### src/rtl/core/ipr_pkg.sv
// Package for the address range to prefix block converter.
// Holds the fixed payload widths and the queue depth; no dependencies.
`default_nettype none

package ipr_pkg;

    localparam int unsigned FIELD_W = 32;
    localparam int unsigned PLEN_W  = 6;
    localparam int unsigned QUEUE_DEPTH = 2;

    typedef logic [FIELD_W-1:0] field_t;
    typedef logic [PLEN_W-1:0]  plen_t;

endpackage

`default_nettype wire

### src/rtl/core/ipr_range_if.sv
// Valid/ready channel carrying one inclusive address range per beat.
// Depends on ipr_pkg.
`default_nettype none

interface ipr_range_if;
    logic            valid;
    logic            ready;
    ipr_pkg::field_t range_first;
    ipr_pkg::field_t range_last;

    modport source (output valid, output range_first, output range_last, input ready);
    modport sink   (input valid, input range_first, input range_last, output ready);
endinterface

`default_nettype wire

### src/rtl/core/ipr_block_if.sv
// Valid/ready channel carrying one prefix block per beat.
// Depends on ipr_pkg.
`default_nettype none

interface ipr_block_if;
    logic            valid;
    logic            ready;
    ipr_pkg::field_t block_base;
    ipr_pkg::plen_t  prefix_len;
    logic            last_block;

    modport source (output valid, output block_base, output prefix_len, output last_block,
                    input ready);
    modport sink   (input valid, input block_base, input prefix_len, input last_block,
                    output ready);
endinterface

`default_nettype wire

### src/rtl/core/ipr_front.sv
// Front end: accepts ranges, masks them to the address width, drops empty
// ranges and queues the rest for the walker. Depends on ipr_pkg, ipr_range_if.
`default_nettype none

module ipr_front #(
    parameter int unsigned AW = 32
) (
    input  wire logic    clk,
    input  wire logic    rst_n,
    ipr_range_if.sink    rng,
    output logic         q_valid,
    output logic [AW-1:0] q_first,
    output logic [AW-1:0] q_last,
    input  wire logic    q_pop
);

    localparam int unsigned DEPTH = ipr_pkg::QUEUE_DEPTH;
    localparam int unsigned PW    = (DEPTH > 1) ? $clog2(DEPTH) : 1;
    localparam int unsigned CW    = $clog2(DEPTH + 1);

    logic [AW-1:0] first_mem [DEPTH];
    logic [AW-1:0] last_mem  [DEPTH];
    logic [PW-1:0] wr_ptr_reg, wr_ptr_next;
    logic [PW-1:0] rd_ptr_reg, rd_ptr_next;
    logic [CW-1:0] count_reg, count_next;

    logic [AW+ipr_pkg::FIELD_W-1:0] first_ext;
    logic [AW+ipr_pkg::FIELD_W-1:0] last_ext;
    logic [AW-1:0] first_m;
    logic [AW-1:0] last_m;
    logic          is_empty;
    logic          push;
    logic          pop;

    assign first_ext = {{AW{1'b0}}, rng.range_first};
    assign last_ext  = {{AW{1'b0}}, rng.range_last};
    assign first_m   = first_ext[AW-1:0];
    assign last_m    = last_ext[AW-1:0];
    assign is_empty  = last_m < first_m;

    assign rng.ready = count_reg != CW'(DEPTH);
    assign push      = rng.valid && rng.ready && !is_empty;
    assign pop       = q_pop && q_valid;

    assign q_valid = count_reg != '0;
    assign q_first = first_mem[rd_ptr_reg];
    assign q_last  = last_mem[rd_ptr_reg];

    always_comb
    begin
        wr_ptr_next = wr_ptr_reg;
        rd_ptr_next = rd_ptr_reg;
        count_next  = count_reg;
        if (push)
        begin
            wr_ptr_next = (wr_ptr_reg == PW'(DEPTH - 1)) ? '0 : wr_ptr_reg + 1'b1;
        end
        if (pop)
        begin
            rd_ptr_next = (rd_ptr_reg == PW'(DEPTH - 1)) ? '0 : rd_ptr_reg + 1'b1;
        end
        if (push && !pop)
        begin
            count_next = count_reg + 1'b1;
        end
        else if (pop && !push)
        begin
            count_next = count_reg - 1'b1;
        end
    end

    always_ff @(posedge clk or negedge rst_n)
    begin
        if (!rst_n)
        begin
            wr_ptr_reg <= '0;
            rd_ptr_reg <= '0;
            count_reg  <= '0;
        end
        else
        begin
            wr_ptr_reg <= wr_ptr_next;
            rd_ptr_reg <= rd_ptr_next;
            count_reg  <= count_next;
        end
    end

    always_ff @(posedge clk)
    begin
        if (push)
        begin
            first_mem[wr_ptr_reg] <= first_m;
            last_mem[wr_ptr_reg]  <= last_m;
        end
    end

endmodule

`default_nettype wire

### src/rtl/core/ipr_back.sv
// Back end (depends on ipr_pkg, ipr_block_if): walks one queued range and,
// each unstalled cycle, registers the largest aligned block that fits.
`default_nettype none

module ipr_back #(
    parameter int unsigned AW = 32
) (
    input  wire logic     clk,
    input  wire logic     rst_n,
    input  wire logic     q_valid,
    input  wire logic [AW-1:0] q_first,
    input  wire logic [AW-1:0] q_last,
    output logic          q_pop,
    ipr_block_if.source   blk
);

    localparam int unsigned KW = $clog2(AW + 1);

    logic          busy_reg, busy_next;
    logic [AW-1:0] cur_reg, cur_next;
    logic [AW-1:0] top_reg, top_next;
    logic          oval_reg, oval_next;
    ipr_pkg::field_t obase_reg, obase_next;
    ipr_pkg::plen_t  oplen_reg, oplen_next;
    logic          olast_reg, olast_next;

    logic [AW-1:0] diff;
    logic [AW:0]   diff_p1;
    logic [KW-1:0] tz;
    logic [KW-1:0] lg;
    logic [KW-1:0] k;
    logic [KW-1:0] plen;
    logic [AW:0]   span_w;
    logic [AW-1:0] blk_top;
    logic          done;
    logic          adv;
    logic [AW+ipr_pkg::FIELD_W-1:0] base_ext;
    logic [KW+ipr_pkg::PLEN_W-1:0]  plen_ext;

    // alignment of the cursor and size limit from the remaining span
    always_comb
    begin
        diff    = top_reg - cur_reg;
        diff_p1 = {1'b0, diff} + 1'b1;
        tz = KW'(AW);
        for (int i = AW - 1; i >= 0; i--)
        begin
            if (cur_reg[i])
            begin
                tz = KW'(i);
            end
        end
        lg = '0;
        for (int i = 0; i <= AW; i++)
        begin
            if (diff_p1[i])
            begin
                lg = KW'(i);
            end
        end
        k       = (tz < lg) ? tz : lg;
        plen    = KW'(AW) - k;
        span_w  = ((AW+1)'(1) << k) - 1'b1;
        blk_top = cur_reg + span_w[AW-1:0];
        done    = blk_top == top_reg;
    end

    assign base_ext = {{ipr_pkg::FIELD_W{1'b0}}, cur_reg};
    assign plen_ext = {{ipr_pkg::PLEN_W{1'b0}}, plen};
    assign adv      = !oval_reg || blk.ready;
    assign q_pop    = !busy_reg && q_valid;

    always_comb
    begin
        busy_next  = busy_reg;
        cur_next   = cur_reg;
        top_next   = top_reg;
        oval_next  = oval_reg && !blk.ready;
        obase_next = obase_reg;
        oplen_next = oplen_reg;
        olast_next = olast_reg;
        if (!busy_reg)
        begin
            if (q_valid)
            begin
                busy_next = 1'b1;
                cur_next  = q_first;
                top_next  = q_last;
            end
        end
        else if (adv)
        begin
            oval_next  = 1'b1;
            obase_next = base_ext[ipr_pkg::FIELD_W-1:0];
            oplen_next = plen_ext[ipr_pkg::PLEN_W-1:0];
            olast_next = done;
            busy_next  = !done;
            cur_next   = blk_top + 1'b1;
        end
    end

    always_ff @(posedge clk or negedge rst_n)
    begin
        if (!rst_n)
        begin
            busy_reg <= 1'b0;
            oval_reg <= 1'b0;
        end
        else
        begin
            busy_reg <= busy_next;
            oval_reg <= oval_next;
        end
    end

    always_ff @(posedge clk)
    begin
        cur_reg   <= cur_next;
        top_reg   <= top_next;
        obase_reg <= obase_next;
        oplen_reg <= oplen_next;
        olast_reg <= olast_next;
    end

    assign blk.valid      = oval_reg;
    assign blk.block_base = obase_reg;
    assign blk.prefix_len = oplen_reg;
    assign blk.last_block = olast_reg;

endmodule

`default_nettype wire

### src/rtl/core/ip_range_to_prefix_blocks.sv
// Top level of the address range to prefix block converter.
// Depends on ipr_pkg, ipr_range_if, ipr_block_if, ipr_front, ipr_back.
//
// Each accepted range [range_first, range_last] yields its minimal cover of
// aligned prefix blocks in ascending order, the final one marked by
// last_block; a range whose last address is below its first is accepted and
// yields nothing. Input bits above ADDR_WIDTH are ignored. Ranges pass
// through a two-entry queue, so up to two can be taken while the walker is
// busy. The walker loads a range, then makes a single prefix selection and
// emits one block per cycle while the output is not stalled.
`default_nettype none

module ip_range_to_prefix_blocks #(
    parameter int unsigned ADDR_WIDTH = 32
) (
    input  wire logic   clk,
    input  wire logic   rst_n,
    ipr_range_if.sink   rng,
    ipr_block_if.source blk
);

    logic                  q_valid;
    logic [ADDR_WIDTH-1:0] q_first;
    logic [ADDR_WIDTH-1:0] q_last;
    logic                  q_pop;

    ipr_front #(
        .AW (ADDR_WIDTH)
    ) u_front (
        .clk     (clk),
        .rst_n   (rst_n),
        .rng     (rng),
        .q_valid (q_valid),
        .q_first (q_first),
        .q_last  (q_last),
        .q_pop   (q_pop)
    );

    ipr_back #(
        .AW (ADDR_WIDTH)
    ) u_back (
        .clk     (clk),
        .rst_n   (rst_n),
        .q_valid (q_valid),
        .q_first (q_first),
        .q_last  (q_last),
        .q_pop   (q_pop),
        .blk     (blk)
    );

endmodule

`default_nettype wire

### src/flat_wrapper.sv
// flat-port wrapper written by rule: the top's interface ports become plain ports
module ip_range_to_prefix_blocks_flat 
#(
    parameter int unsigned ADDR_WIDTH = 32
)
  (clk, rst_n, rng_valid, rng_range_first, rng_range_last, rng_ready, blk_valid, blk_block_base, blk_prefix_len, blk_last_block, blk_ready);
  ipr_range_if rng_i ();
  ipr_block_if blk_i ();
  input  wire logic clk;
  input  wire logic rst_n;
  input wire logic [$bits(rng_i.valid)-1:0] rng_valid;
  input wire logic [$bits(rng_i.range_first)-1:0] rng_range_first;
  input wire logic [$bits(rng_i.range_last)-1:0] rng_range_last;
  output wire logic [$bits(rng_i.ready)-1:0] rng_ready;
  output wire logic [$bits(blk_i.valid)-1:0] blk_valid;
  output wire logic [$bits(blk_i.block_base)-1:0] blk_block_base;
  output wire logic [$bits(blk_i.prefix_len)-1:0] blk_prefix_len;
  output wire logic [$bits(blk_i.last_block)-1:0] blk_last_block;
  input wire logic [$bits(blk_i.ready)-1:0] blk_ready;
  assign rng_i.valid = rng_valid;
  assign rng_i.range_first = rng_range_first;
  assign rng_i.range_last = rng_range_last;
  assign rng_ready = rng_i.ready;
  assign blk_valid = blk_i.valid;
  assign blk_block_base = blk_i.block_base;
  assign blk_prefix_len = blk_i.prefix_len;
  assign blk_last_block = blk_i.last_block;
  assign blk_i.ready = blk_ready;
  ip_range_to_prefix_blocks #(.ADDR_WIDTH(ADDR_WIDTH)) u_core (.clk(clk), .rst_n(rst_n), .rng(rng_i), .blk(blk_i));
endmodule
### config.mk
export PLATFORM = sky130hd
export DESIGN_NAME = ip_range_to_prefix_blocks_flat
export DESIGN_NICKNAME = d
export VERILOG_FILES = /design/src/rtl/core/ipr_pkg.sv /design/src/rtl/core/ipr_range_if.sv /design/src/rtl/core/ipr_block_if.sv /design/src/rtl/core/ipr_front.sv /design/src/rtl/core/ipr_back.sv /design/src/rtl/core/ip_range_to_prefix_blocks.sv /design/src/flat_wrapper.sv
export SDC_FILE = /design/constraint.sdc
export NUM_CORES = 1
export LEC_CHECK = 0
export BUFFER_PORTS_ARGS = -buffer_cell sky130_fd_sc_hd__buf_4
export CAP_MARGIN = 20
export CORE_MARGIN = 8
export CORE_UTILIZATION = 64
export CTS_CLUSTER_SIZE = 20
export DETAILED_ROUTE_END_ITERATION = 16
export PLACE_DENSITY = 0.83
export SLEW_MARGIN = 20
export SYNTH_ARGS = -nofsm -noshare
export SYNTH_HDL_FRONTEND = slang
export SYNTH_SLANG_ARGS = --single-unit
### constraint.sdc
create_clock -name clk -period 32.2 [get_ports clk]
set_input_delay 3.22 -clock clk [delete_from_list [all_inputs] [get_ports clk]]
set_output_delay 3.22 -clock clk [all_outputs]
set_load 0.01 [all_outputs]
## Word-level counts from Yosys, hierarchy flattened

Memories as Yosys holds them, arrays and structs flattened. A register that Yosys moved wholly into a read port is not among the register bits.
Index checks and enable logic that the tools add are counted.

- Add/subtract/negate cells: 10
- $lt $le $gt $ge: 2
- Eq/ne operators: 3
- Shifts and indexed selects: 1
- Muxes and demuxes: 79
- Bitwise logic cells: 1
- Reduce and logical (&&, ||, !) cells: 21

Operator list:

| cell | number |
|---|---|
| $mux 6 | 64 |
| $mux 32 | 3 |
| $add 32x1->33 const B | 1 |
| $add 32x1->32 const B | 1 |
| $add 32x32->32 | 1 |
| $eq 32x32->1 | 1 |
| $lt 32x32->1 | 1 |
| $shl 1x6->32 const A | 1 |
| $sub 32x1->32 const B | 1 |
| $sub 32x32->32 | 1 |
| $mux 1 | 10 |
| $logic_and 1x1->1 | 7 |
| $logic_not 1->1 | 7 |
| $lt 6x6->1 | 1 |
| $reduce_and 2->1 | 3 |
| $reduce_bool 2->1 | 3 |
| $sub 6x6->6 const A | 1 |
| $mux 2 | 2 |
| $add 1x1->1 const B | 2 |
| $add 2x1->2 const B | 1 |
| $ne 2x1->1 const B | 1 |
| $ne 2x2->1 const B | 1 |
| $sub 2x1->2 const B | 1 |
| $logic_or 1x1->1 | 1 |
| $not 1->1 | 1 |

- Register bits: 77
- Bits in writable memories: 128
- Input bits: 68
- Output and inout port bits: 41
- Logic and storage cells: 128
- Memories: 2

Memories:

| memory | words | width | read ports | clocked after memory_dff | wr ports | RTL line | source |
|---|---|---|---|---|---|---|---|
| u_core.u_front.first_mem | 2 | 32 | 1 | 0 | 1 | ipr_front.sv:21 | `logic [AW-1:0] first_mem [DEPTH];` |
| u_core.u_front.last_mem | 2 | 32 | 1 | 1 | 1 | ipr_front.sv:22 | `logic [AW-1:0] last_mem [DEPTH];` |

## Logic depth before layout (Yosys ltp)

- Word-level depth: 43
- Mapped depth: 50
- Depth with buffers taken out: 47

## Modules after synthesis

Synthesis repeated with hierarchy kept, for this count alone.

- Cells, all modules: 1686
- Area, all modules: 17214.0 µm²

By module, submodules not included:

| module | times used | cells each | area an instance (µm²) | seq. area each (µm²) |
|---|---|---|---|---|
| ipr_back | 1 | 1356 | 11629.9 | 3143.0 |
| ipr_front | 1 | 330 | 5584.1 | 3943.8 |

## Worst setup path after synthesis

Ideal clock, no wire load.

- Path kind: reg-to-reg
- From: register u_core.u_back.cur_reg[0]
- To: register u_core.u_back.cur_reg[30] (data pin)
- Library setup time: 0.270 ns
- Arrival time: 10.315 ns
- Data required time: 31.930 ns
- Setup slack: 21.614 ns
- Stages on the path, launching flop included: 49
- Path buffers: 5
- Clock period less this slack: 10.586 ns
- Path through: edfxtp_1 ha_1 fa_1 nand2b_1 a21bo_2 a211o_1 o21ai_1 nand3_1 or3_1 buf_2 or4_1 buf_2 or3_1 or4_1 buf_2 o31a_1 inv_1 ha_1 [... 13 more ...] fa_1 a21oi_1 o21bai_1 a2111oi_0 nand3b_1 o2111a_1 nand4_1 nor4bb_1 and4_1 clkbuf_1 and3_1 and3_1 nand3_1 or2_2 nor2_1 nand3_1 xnor2_1 a21oi_1

- Cells in the longest elaborated chain, start to end: 42
- Elaborated cells on any way between the ends: 43
- Those cells by class: add/sub: 5; order compare: 1; shift: 1; mux: 36

Ends and longest elaborated chain:

| element | RTL line | source |
|---|---|---|
| from (decl) | ipr_back.sv:20 | `logic [AW-1:0] cur_reg, cur_next;` |
| from (signal assigned) | ipr_back.sv:118 | `cur_reg <= cur_next;` |
| $sub 32x32->32 | ipr_back.sv:43 | `diff = top_reg - cur_reg;` |
| $add 32x1->33 | ipr_back.sv:44 | `diff_p1 = {1'b0, diff} + 1'b1;` |
| $mux 1 | ipr_back.sv:56 | `if (diff_p1[i])` |
| $mux 6 (31 in series) | ipr_back.sv:56 |  |
| $lt 6x6->1 | ipr_back.sv:61 | `k = (tz < lg) ? tz : lg;` |
| $mux 6 | ipr_back.sv:61 |  |
| $shl 1x6->32 | ipr_back.sv:63 | `span_w = ((AW+1)'(1) << k) - 1'b1;` |
| $sub 32x1->32 | ipr_back.sv:63 |  |
| $add 32x32->32 * | ipr_back.sv:64 | `blk_top = cur_reg + span_w[AW-1:0];` |
| $add 32x1->32 * | ipr_back.sv:98 | `cur_next = blk_top + 1'b1;` |
| $mux 32 * | ipr_back.sv:91 | `else if (adv)` |
| $mux 32 * | ipr_back.sv:82 | `if (!busy_reg)` |
| net u_core.u_back.cur_next[30] | ipr_back.sv:20 |  |

Mark *: on every way through the listed nets, which the timed path passes. The rest lies on a longest branch. The select of a mux whose other input is x is not followed.
A chain may end at the register's enable or synchronous reset.

## Worst setup path after layout

- From: register u_core.u_back.cur_reg[1]
- To: register u_core.u_back.olast_reg (netlist: u_core.u_back.blk.last_block) (data pin)

- Cells in the longest elaborated chain, start to end: 40
- Elaborated cells on any way between the ends: 42
- Those cells by class: add/sub: 4; order compare: 1; eq/ne: 1; shift: 1; mux: 35

Ends and longest elaborated chain:

| element | RTL line | source |
|---|---|---|
| $sub 32x32->32 | ipr_back.sv:43 |  |
| $add 32x1->33 | ipr_back.sv:44 |  |
| $mux 1 | ipr_back.sv:56 |  |
| $mux 6 (31 in series) | ipr_back.sv:56 |  |
| $lt 6x6->1 | ipr_back.sv:61 |  |
| $mux 6 | ipr_back.sv:61 |  |
| $shl 1x6->32 | ipr_back.sv:63 |  |
| $sub 32x1->32 | ipr_back.sv:63 |  |
| $add 32x32->32 * | ipr_back.sv:64 |  |
| $eq 32x32->1 * | ipr_back.sv:65 | `done = blk_top == top_reg;` |
| net u_core.u_back.done | ipr_back.sv:35 | `logic done;` |
| to (signal assigned) | ipr_back.sv:122 | `olast_reg <= olast_next;` |
| to (decl) | ipr_back.sv:25 | `logic olast_reg, olast_next;` |

Mark *: on every way through the listed nets, which the timed path passes. The rest lies on a longest branch.

==> impl_metrics.csv <==
group,metric,value,unit
detailed_routing,wl_met3,3.590,mm
clock_tree,cts_hold_buf,0,
die,die_height,180.4,um
clock_tree,cts_buffers,23,
job,cap_violations,0,
placement,post-place-ws,20.22,ns
layout,drive_above_1_share,12.98,%
worst_setup_path,r2r_cells,43,
synth,syn_inst,1734,
sta,fin_crit,12.37,ns
sta,worst_slew_pin_slew,1.095,ns
hold_path,hold_path_startpoint,"u_core.u_back.cur_reg[25]",
die,start_util,64.72,%
synth,syn_area,0.01730,mm^2
die,core,0.02673,mm^2
clock_tree,clkSinkCount,237,
layout,top_regs,"u_core.u_front.first_mem: 64 flops, u_core.u_front.last_mem: 64 flops",
sta,relSlewSlack,26.07,%
worst_setup_path,cp-end-kind,"flop",
grt,grt_usage,27.09,%
detailed_routing,ant_nets,0,
outcome,status,"finished clean",
detailed_routing,viasPerCell,6.444,
synth,ys_seq_area_share,40.97,%
detailed_routing,dr_wl_met2,21.23,mm
sta,finalClockSkew,0.03490,ns
worst_setup_path,crit_arrival,12.74,ns
die,die-area,0.03254,mm^2
layout,n_antenna_cell,0,
synth,synth_cell_types,92,
detailed_routing,drc,0,
synth,yosysWarnings,0,
synth,synth_top_flop_cell,"edfxtp_1",
detailed_routing,vias,14068,
die,dieWidth,180.4,um
synth,syn_area_per_cell,9.976,um^2
worst_setup_path,start_kind,"flop",
clock_tree,clock_latency,0.53,ns
worst_setup_path,path_max_fanout,17,
worst_setup_path,cp_slowest_cell,"nor4_1",
worst_setup_path,critPathKind,"flop to flop",
detailed_routing,wire_per_inst,21.19,um
grt,grt_pass1_wl,71.42,mm
clock_tree,clkTransAtPathRegs,0.06,ns
die,io-pin-count,109,
sta,fmax,80.82,MHz
layout,nets,2032,
detailed_routing,routed_wl,46.26,mm
hold_path,hp-class,"flop to flop",
sta,finalHoldViolations,0,
detailed_routing,drt-initial-drc-count,1240,
sta,rsz0062_at_grt,"false",
grt,grt_pass1_vias,13471,
placement,hpwl,35.66,mm
sta,slew_violations,0,
grt,grt_overflow,0,
die,num_rows,60,
placement,numPortBuffers,108,
worst_setup_path,crit_required,32.57,ns
sta,setup_slack,19.83,ns
synth,synth_top_cell_by_area,"edfxtp_1",
grt,antenna_found_initial,0,
sta,fin_setup_tns,0,ns
synth,synth-async-reset-ratio,2.532,%
worst_setup_path,ff2ff_setup_slack,19.83,ns
clock_tree,h-tree-depth,1,
synth,synth_top_area_share,40.10,%
synth,syn_nets,1941,
synth,synth_edf_count,231,
layout,area_delta_synth_final,10.61,%
grt,grt_max_degree,63,
synth,synth_area_leaders,"edfxtp_1 (40%), ha_1 (9.9%), xnor2_1 (4.3%), inv_1 (3.4%), o21ai_0 (2.5%)",
clock_tree,cts_setup_buffers,0,
detailed_routing,routed.top_layer,"met4",
placement,gp_congestion,0.9403,
clock_tree,cts.path.max_buffers,3,
clock_tree,cts_root_buffer,"clkbuf_16",
detailed_routing,drtPass1Iterations,8,
clock_tree,tritoncts,"built",
worst_setup_path,r2r-start,"u_core.u_back.cur_reg[1]",
worst_setup_path,critPathMaxStageDelay,0.70,ns
hold_path,holdPathEnd,"u_core.u_back.blk.block_base[25]",
synth,ys_ff_latch,237,
hold_path,hold_depth,0,
sta,setup_viol,0,
layout,fill_cells,1934,
worst_setup_path,reg2reg_to,"u_core.u_back.blk.last_block",
sta,period_share,38.43,%
detailed_routing,wl_met1,19.67,mm
clock_tree,cts_resized,0,
## per-stage QoR
step	cell area (um^2)	instances	hold WS, ns	utilization (%)
after floorplan	17300	1734	0.4507	-
after global placement	18400	2141	0.4709	68.84
after detailed placement	18400	2141	0.4749	68.84
after CTS	19130	2183	0.4916	71.59
after global routing	19130	2183	0.5071	71.59
final	19130	2183	0.4867	71.59
## worst max-delay path: cells and delay by family (launching register included)
kind | cells | cell delay, ns
buffers and inverters | 3 | 0.28
xor gates and xnor gates | 3 | 0.72
and+or+nand+nor | 17 | 4.73
muxes | 1 | 0.70
adders and majority gates | 5 | 1.53
AOI/OAI and AO/OA | 14 | 3.79
DFF | 1 | 0.47
## worst max-delay path by stage
stage	startpoint	endpoint
floorplan	u_core.u_back.cur_reg[0]	u_core.u_back.cur_reg[30]
global placement	u_core.u_back.cur_reg[0]	u_core.u_back.cur_reg[30]
detailed placement	u_core.u_back.cur_reg[0]	u_core.u_back.cur_reg[30]
CTS	u_core.u_back.cur_reg[0]	u_core.u_back.cur_reg[30]
global route	u_core.u_back.cur_reg[0]	u_core.u_back.cur_reg[30]
finish	u_core.u_back.cur_reg[1]	u_core.u_back.blk.last_block
## area by class of cell
| cell class | instances | area, um^2 | area share [%] |
|---|---|---|---|
| Timing Repair Buffer | 119 | 893.4 | 4.669 |
| Clock inverter | 16 | 147.6 | 0.7716 |
| Sequential cell | 237 | 7089 | 37.05 |
| Multi-Input combinational cell | 1286 | 9397 | 49.11 |
| Inverter | 158 | 593.1 | 3.100 |
| Clock buffer | 26 | 586.8 | 3.067 |
| Tap cell | 341 | 426.7 | 2.230 |
## routing by layer
layer  vias to the layer above  track usage, %
met5                         -               0
met4                         0           10.38
met3                       124           3.468
met2                       651           44.26
met1                      6627           36.35
li1                       6666               -
## cells in the mapped netlist (all sizes together) (35+ instances only)
master  instances
edfxtp        231
mux2           36
nor2           87
inv           158
mux2i          37
a21oi          86
xnor2          84
xor2           46
o21ai          98
nand2         105
ha            137
nand3          68
a211oi         35
nor3           49
## placed cells by master (no fill, tap or decap), types with 10 or more instances in the layout
cell       instances
clkbuf_16         23
o21a_1            22
ha_1             137
o21ai_0           87
nor3_1            48
a31oi_1           17
buf_4            119
nor2_1            85
mux2_2            35
and3_1            17
nand3_1           67
nand2b_1          26
or4_1             10
nor2b_1           18
a21o_1            33
a211oi_1          31
or2_2             12
or3_1             12
nor4_1            25
a21oi_1           85
and2_1            18
nand2_1          103
xor2_1            46
o211ai_1          15
nand4_1           33
mux2i_1           35
edfxtp_1         231
xnor2_1           84
inv_1            156
o31ai_1           11
## cells by family after synthesis
group	count (synthesis)	share of synthesized area [%]
AND/OR/NAND/NOR	520	16.20
AO/OA/AOI/OAI	424	16.77
flip-flops	237	40.97
buffers and inverters	211	4.796
adder cells (fa/ha/maj)	139	10.14
XOR/XNOR	130	6.582
multiplexers	73	4.550
Power is not shown: default switching activity piles up to over one toggle a cycle in this logic, so the estimate is an artifact.
